[config.mk]
export PLATFORM = sky130hd
export DESIGN_NAME = cemc_ctrl
export DESIGN_NICKNAME = d
export VERILOG_FILES = /design/src/design/cemc_pkg.sv /design/src/design/cemc_ctrl.sv
export SDC_FILE = /design/constraint.sdc
export NUM_CORES = 1
export LEC_CHECK = 0
export BUFFER_PORTS_ARGS = -buffer_cell sky130_fd_sc_hd__buf_2
export CAP_MARGIN = 20
export CORE_AREA = 5 5 42 44
export CTS_CLUSTER_SIZE = 25
export DETAILED_ROUTE_END_ITERATION = 6
export DIE_AREA = 0 0 47 49
export PLACE_DENSITY = 0.75
export SLEW_MARGIN = 15
export SYNTH_ARGS = -nofsm -noshare
export SYNTH_HDL_FRONTEND = slang
export SYNTH_SLANG_ARGS = --single-unit
export TNS_END_PERCENT = 100
[constraint.sdc]
create_clock -name clk -period 2.2 [get_ports clk]
set_clock_uncertainty 0.05 [all_clocks]
set_input_delay 0.22 -clock clk [delete_from_list [all_inputs] [get_ports clk]]
set_output_delay 0.22 -clock clk [all_outputs]
set_load 0.01 [all_outputs]
[src/design/cemc_pkg.sv]
`timescale 1ns / 1ps
// ----------------------------------------------------------------------------
// Cluster editing move cost: shared package
// Widths, action codes, controller states and the command and status
// structures that join the controller to the datapath.
// ----------------------------------------------------------------------------
package cemc_pkg;

	// Default number of vertex slots, handed to the top level parameter.
	localparam int MAX_VERTICES_DEF = 64;

	// Fixed field widths.
	localparam int VCNT_W   = 7;
	localparam int FIELD_W  = 6;
	localparam int ACTION_W = 3;
	localparam int COST_W   = 11;
	// Signed running cost: stored cost plus or minus one per scanned vertex, or an evaluation's mismatched-pair count.
	localparam int ACC_W    = 13;

	localparam logic [VCNT_W-1:0] VCNT_RESET = 7'd64;

	// Input actions; the two remaining codes do nothing.
	typedef enum logic [ACTION_W-1:0] {
		ACT_CLEAR    = 3'd0,
		ACT_ADD_EDGE = 3'd1,
		ACT_ASSIGN   = 3'd2,
		ACT_EVALUATE = 3'd3,
		ACT_QUERY    = 3'd4,
		ACT_COMMIT   = 3'd5
	} action_t;

	// Controller states.
	typedef enum logic [3:0] {
		ST_IDLE,
		ST_DISPATCH,
		ST_EDGE_WR_V,
		ST_EDGE_WR_U,
		ST_MOVE_CHK,
		ST_MOVE_SCAN,
		ST_EVAL_ROW,
		ST_EVAL_LATCH,
		ST_EVAL_SCAN
	} state_t;

	// Read address source for the adjacency and cluster memories.
	typedef enum logic [1:0] {
		ADDR_VERTEX,
		ADDR_OTHER,
		ADDR_ROW,
		ADDR_SCAN
	} addr_sel_t;

	// Which value goes out as a result.
	typedef enum logic [1:0] {
		RES_NONE,
		RES_KEEP,
		RES_MOVE,
		RES_EVAL
	} res_sel_t;

	// Commands from the controller to the datapath.
	typedef struct packed {
		logic      capture;
		logic      clear;
		logic      edge_wr_v;
		logic      edge_wr_u;
		logic      clu_write;
		logic      acc_clear;
		logic      acc_load_cost;
		logic      latch_row;
		logic      scan;
		logic      scan_move;
		logic      row_next;
		logic      commit;
		addr_sel_t adj_sel;
		addr_sel_t clu_sel;
		res_sel_t  res_sel;
	} dp_cmd_t;

	// Status from the datapath to the controller.
	typedef struct packed {
		logic [ACTION_W-1:0] action;
		logic                edge_ok;
		logic                vertex_ok;
		logic                same_cluster;
		logic                row_has_pairs;
		logic                scan_done;
	} dp_status_t;

endpackage

[src/design/cemc_ctrl.sv]
`timescale 1ns / 1ps
// ----------------------------------------------------------------------------
// Cluster editing move cost: controller
// Sequences each action through the datapath: edge insertion as two
// read-modify-write steps, move queries as one scan over all vertices and
// full evaluation as one scan per adjacency row.
// ----------------------------------------------------------------------------
module cemc_ctrl import cemc_pkg::*; (
	input  logic       clk,
	input  logic       arst_n,
	input  logic       start,
	input  dp_status_t status,
	output logic       busy,
	output dp_cmd_t    cmd
);

	state_t state_q;
	state_t state_d;

	// State register.
	always_ff @(posedge clk or negedge arst_n) begin
		if (!arst_n) begin
			state_q <= ST_IDLE;
		end else begin
			state_q <= state_d;
		end
	end

	assign busy = (state_q != ST_IDLE);

	// Next state and datapath commands.
	always_comb begin
		state_d     = state_q;
		cmd         = '0;
		cmd.adj_sel = ADDR_VERTEX;
		cmd.clu_sel = ADDR_VERTEX;
		cmd.res_sel = RES_NONE;
		case (state_q)
			ST_IDLE: begin
				if (start) begin
					cmd.capture = 1'b1;
					state_d     = ST_DISPATCH;
				end
			end
			ST_DISPATCH: begin
				// The reads of the vertex's row and cluster are issued here.
				state_d = ST_IDLE;
				case (status.action)
					ACT_CLEAR: begin
						cmd.clear = 1'b1;
					end
					ACT_ADD_EDGE: begin
						if (status.edge_ok) begin
							state_d = ST_EDGE_WR_V;
						end
					end
					ACT_ASSIGN: begin
						cmd.clu_write = status.vertex_ok;
					end
					ACT_EVALUATE: begin
						cmd.acc_clear = 1'b1;
						state_d       = ST_EVAL_ROW;
					end
					ACT_QUERY, ACT_COMMIT: begin
						if (status.vertex_ok) begin
							state_d = ST_MOVE_CHK;
						end else begin
							cmd.res_sel = RES_KEEP;
						end
					end
					default: begin
						state_d = ST_IDLE;
					end
				endcase
			end
			ST_EDGE_WR_V: begin
				cmd.edge_wr_v = 1'b1;
				cmd.adj_sel   = ADDR_OTHER;
				state_d       = ST_EDGE_WR_U;
			end
			ST_EDGE_WR_U: begin
				cmd.edge_wr_u = 1'b1;
				state_d       = ST_IDLE;
			end
			ST_MOVE_CHK: begin
				if (status.same_cluster) begin
					cmd.res_sel = RES_KEEP;
					state_d     = ST_IDLE;
				end else begin
					cmd.latch_row     = 1'b1;
					cmd.scan_move     = 1'b1;
					cmd.acc_load_cost = 1'b1;
					state_d           = ST_MOVE_SCAN;
				end
			end
			ST_MOVE_SCAN: begin
				cmd.scan      = 1'b1;
				cmd.scan_move = 1'b1;
				cmd.clu_sel   = ADDR_SCAN;
				if (status.scan_done) begin
					cmd.res_sel   = RES_MOVE;
					cmd.commit    = (status.action == ACT_COMMIT);
					cmd.clu_write = (status.action == ACT_COMMIT);
					state_d       = ST_IDLE;
				end
			end
			ST_EVAL_ROW: begin
				if (status.row_has_pairs) begin
					cmd.adj_sel = ADDR_ROW;
					cmd.clu_sel = ADDR_ROW;
					state_d     = ST_EVAL_LATCH;
				end else begin
					cmd.res_sel = RES_EVAL;
					state_d     = ST_IDLE;
				end
			end
			ST_EVAL_LATCH: begin
				cmd.latch_row = 1'b1;
				state_d       = ST_EVAL_SCAN;
			end
			ST_EVAL_SCAN: begin
				cmd.scan    = 1'b1;
				cmd.clu_sel = ADDR_SCAN;
				if (status.scan_done) begin
					cmd.row_next = 1'b1;
					state_d      = ST_EVAL_ROW;
				end
			end
			default: begin
				state_d = ST_IDLE;
			end
		endcase
	end

endmodule

==> out/results.tsv <==
metric	value	unit
status	complete, no violations	
critical path fanouts, max	12	
Worst setup SP type	flop	
Final min period	2.01	ns
H-tree depth	1	
GR Layer Usage met3	0.0148	
synthesized instance count	72	
post-synthesis cell area	556	µm²
ys flop type	dfrtp_1	
layout cells sized above 1	0.416	
nets@finish	114	
Clock power frac	0.152	
max FFs per register	4	
syn nets	83	
# DRC	0	
initial antenna violation count	0	
internal cell power	0.331	mW
maxcap violations	0	
final setup vio count	0	
clock root cell	clkbuf_4	
Flop pwr share	0.165	
most frequent cells in the layout	buf_2 (29), nor3_1 (6), nor2_1 (5), nand2_1 (5), a21oi_1 (5)	
syn avg cell area	7.72	µm²
Lkg Pwr	0.340	nW
Site Rows	14	
combinational fraction of design power	0.683	
TritonRoute pass-1 iters	4	
busiest grt layer	met2	
crit path from	state_q[3]	
GR Overflow Total	0	
hold crit path type	in -> reg	
largest net degree at the start of global routing	19	
R2R setup slack	0.54	ns
Async S/R FF share, synth	1.00	
via count	630	
Slew Limit Fails	0	
total clock sinks	4	
Core Region	1400	µm²
Post-synth EDFFs	0	
Yosys warning count	0	
first-pass GRT wire length	2410	µm
worst skew pair latency	0.24	ns
io pins	30	
Top Registers	state_q: 4 flops	
Placed Cells	113	
Reg2Reg Launch Point	state_q[3]	
M1 GR Usage	0.163	
clock transition at the registers of the reported paths	0.04	ns
sequential area share after synthesis	0.180	
Sw Share	0.472	
setup_tns	0	ns
HPWL after DPL	1180	µm
Final GP Congestion	0.786	
clock buffer count from CTS	3	
Port Buffers	29	
Antenna Cells	0	
remaining antenna violation count	0	
Largest Register	state_q	
r2r worst-path depth	4	
Setup CP Type	reg -> out	
slew margin rel.	0.762	
fin cells	117	
switching power	0.295	mW
wire per inst	12.8	µm
Max Fclk	0.497	GHz
vias in the first global route	603	
unrepaired setup endpoints after global routing	no	
Yosys cell types	37	
setup bufs post-CTS	0	
Hold Crit Start	status[0]	
CP endpoint kind	primary output	
GR Util All Layers	0.141	
WHS	0.187	ns
Worst Path Arrival	1.74	ns
Max Root-Sink Buffers	2	
met2 usage	0.229	
worst flop-to-flop path endpoint	state_q[0]	
Hold Path Stages	2	
Routed WL	1490	µm
initial drt markers	4	
Die H	49	µm
Hold EP	state_q[3]	
Die W	47	µm
Worst EP required	1.93	ns
Peak VDD IR	377	µV
Tot Pwr	0.626	mW
die area	2300	µm²
Yosys reg bits	4	
CTS tree	built	
fin crit share	0.915	
Worst Tran Pin Value	0.348	ns
Initial Util	0.396	
Area growth, synth to finish	27.9	%
DR vias/cell	5.38	
commonest non-fill, non-tap cell in the layout	buf_2	
power per standard cell area	881	nW/µm²
final hold violation count	0	
-- final cells by class --
class	count	area, µm²
repair buffers	33	178
multi-input cells	59	383
inverters	2	7.51
fillers	145	691
flip-flops and latches	4	100
well taps	16	20.0
clock buffers	3	22.5
-- routing by layer --
layer	up-vias	routed length (µm)
li1	324	-
met2	22	730
met3	4	98
met5	-	0
met4	0	39
met1	280	626
-- stage by stage --
step           setup slack [ns]   util  cell area, µm²
2_1_floorplan             0.480      -             556
3_3_place_gp              0.483  0.484             678
3_5_place_dp              0.436  0.484             678
4_1_cts                   0.177  0.507             711
5_1_grt                   0.107  0.507             711
6_report                  0.187  0.507             711
-- worst max-delay path: stages, from the launching register on --
cell	delay, ns
dfrtp_1	0.48
or4b_4	0.59
nor3_1	0.15
a31o_1	0.16
buf_2	0.12
-- worst max path at each step --
stage	to	slack (ns)	cells past startpoint
after floorplan	cmd[16]	0.48	3
after CTS	cmd[13]	0.18	4
after detailed placement	cmd[13]	0.44	4
after global routing	cmd[13]	0.11	4
after global placement	cmd[13]	0.48	4
final	cmd[13]	0.19	4
-- synthesized netlist by cell type (2+ instances only) --
cell type | number | area [µm²]
a21oi_1 | 5 | 25.0
buf_6 | 3 | 33.8
inv_1 | 2 | 7.51
nor4b_1 | 2 | 17.5
nor2_1 | 5 | 18.8
nand2b_1 | 3 | 18.8
dfrtp_1 | 4 | 100
nor3_1 | 6 | 30.0
or3b_1 | 2 | 17.5
nand2_1 | 5 | 18.8
or3_1 | 2 | 12.5
nand3_1 | 3 | 15.0
nor2b_1 | 4 | 25.0
o21ai_0 | 2 | 10.0
o22ai_1 | 2 | 12.5
-- repair_timing --
action / in CTS / in global routing
resized for setup: 0 / 0
hold buffers: 1 / 0
endpoints found under the hold margin: 4 / 0
-- logic make-up after synthesis --
group / share of synthesized area
buffers and inverters: 0.131
AO/OA/AOI/OAI: 0.200
AND/OR/NAND/NOR: 0.489
flip-flops: 0.180
-- power by group through the flow --
stage          Clock, mW  Combinational, mW  Sequential (mW)
2_1_floorplan          0              0.349            0.103
5_1_grt            0.102              0.467            0.107
3_3_place_gp           0              0.418            0.104
4_1_cts           0.0942              0.429            0.104
3_5_place_dp           0              0.425            0.104
6_report          0.0955              0.427            0.103
Note: power is estimated with default switching activity, not from simulation.
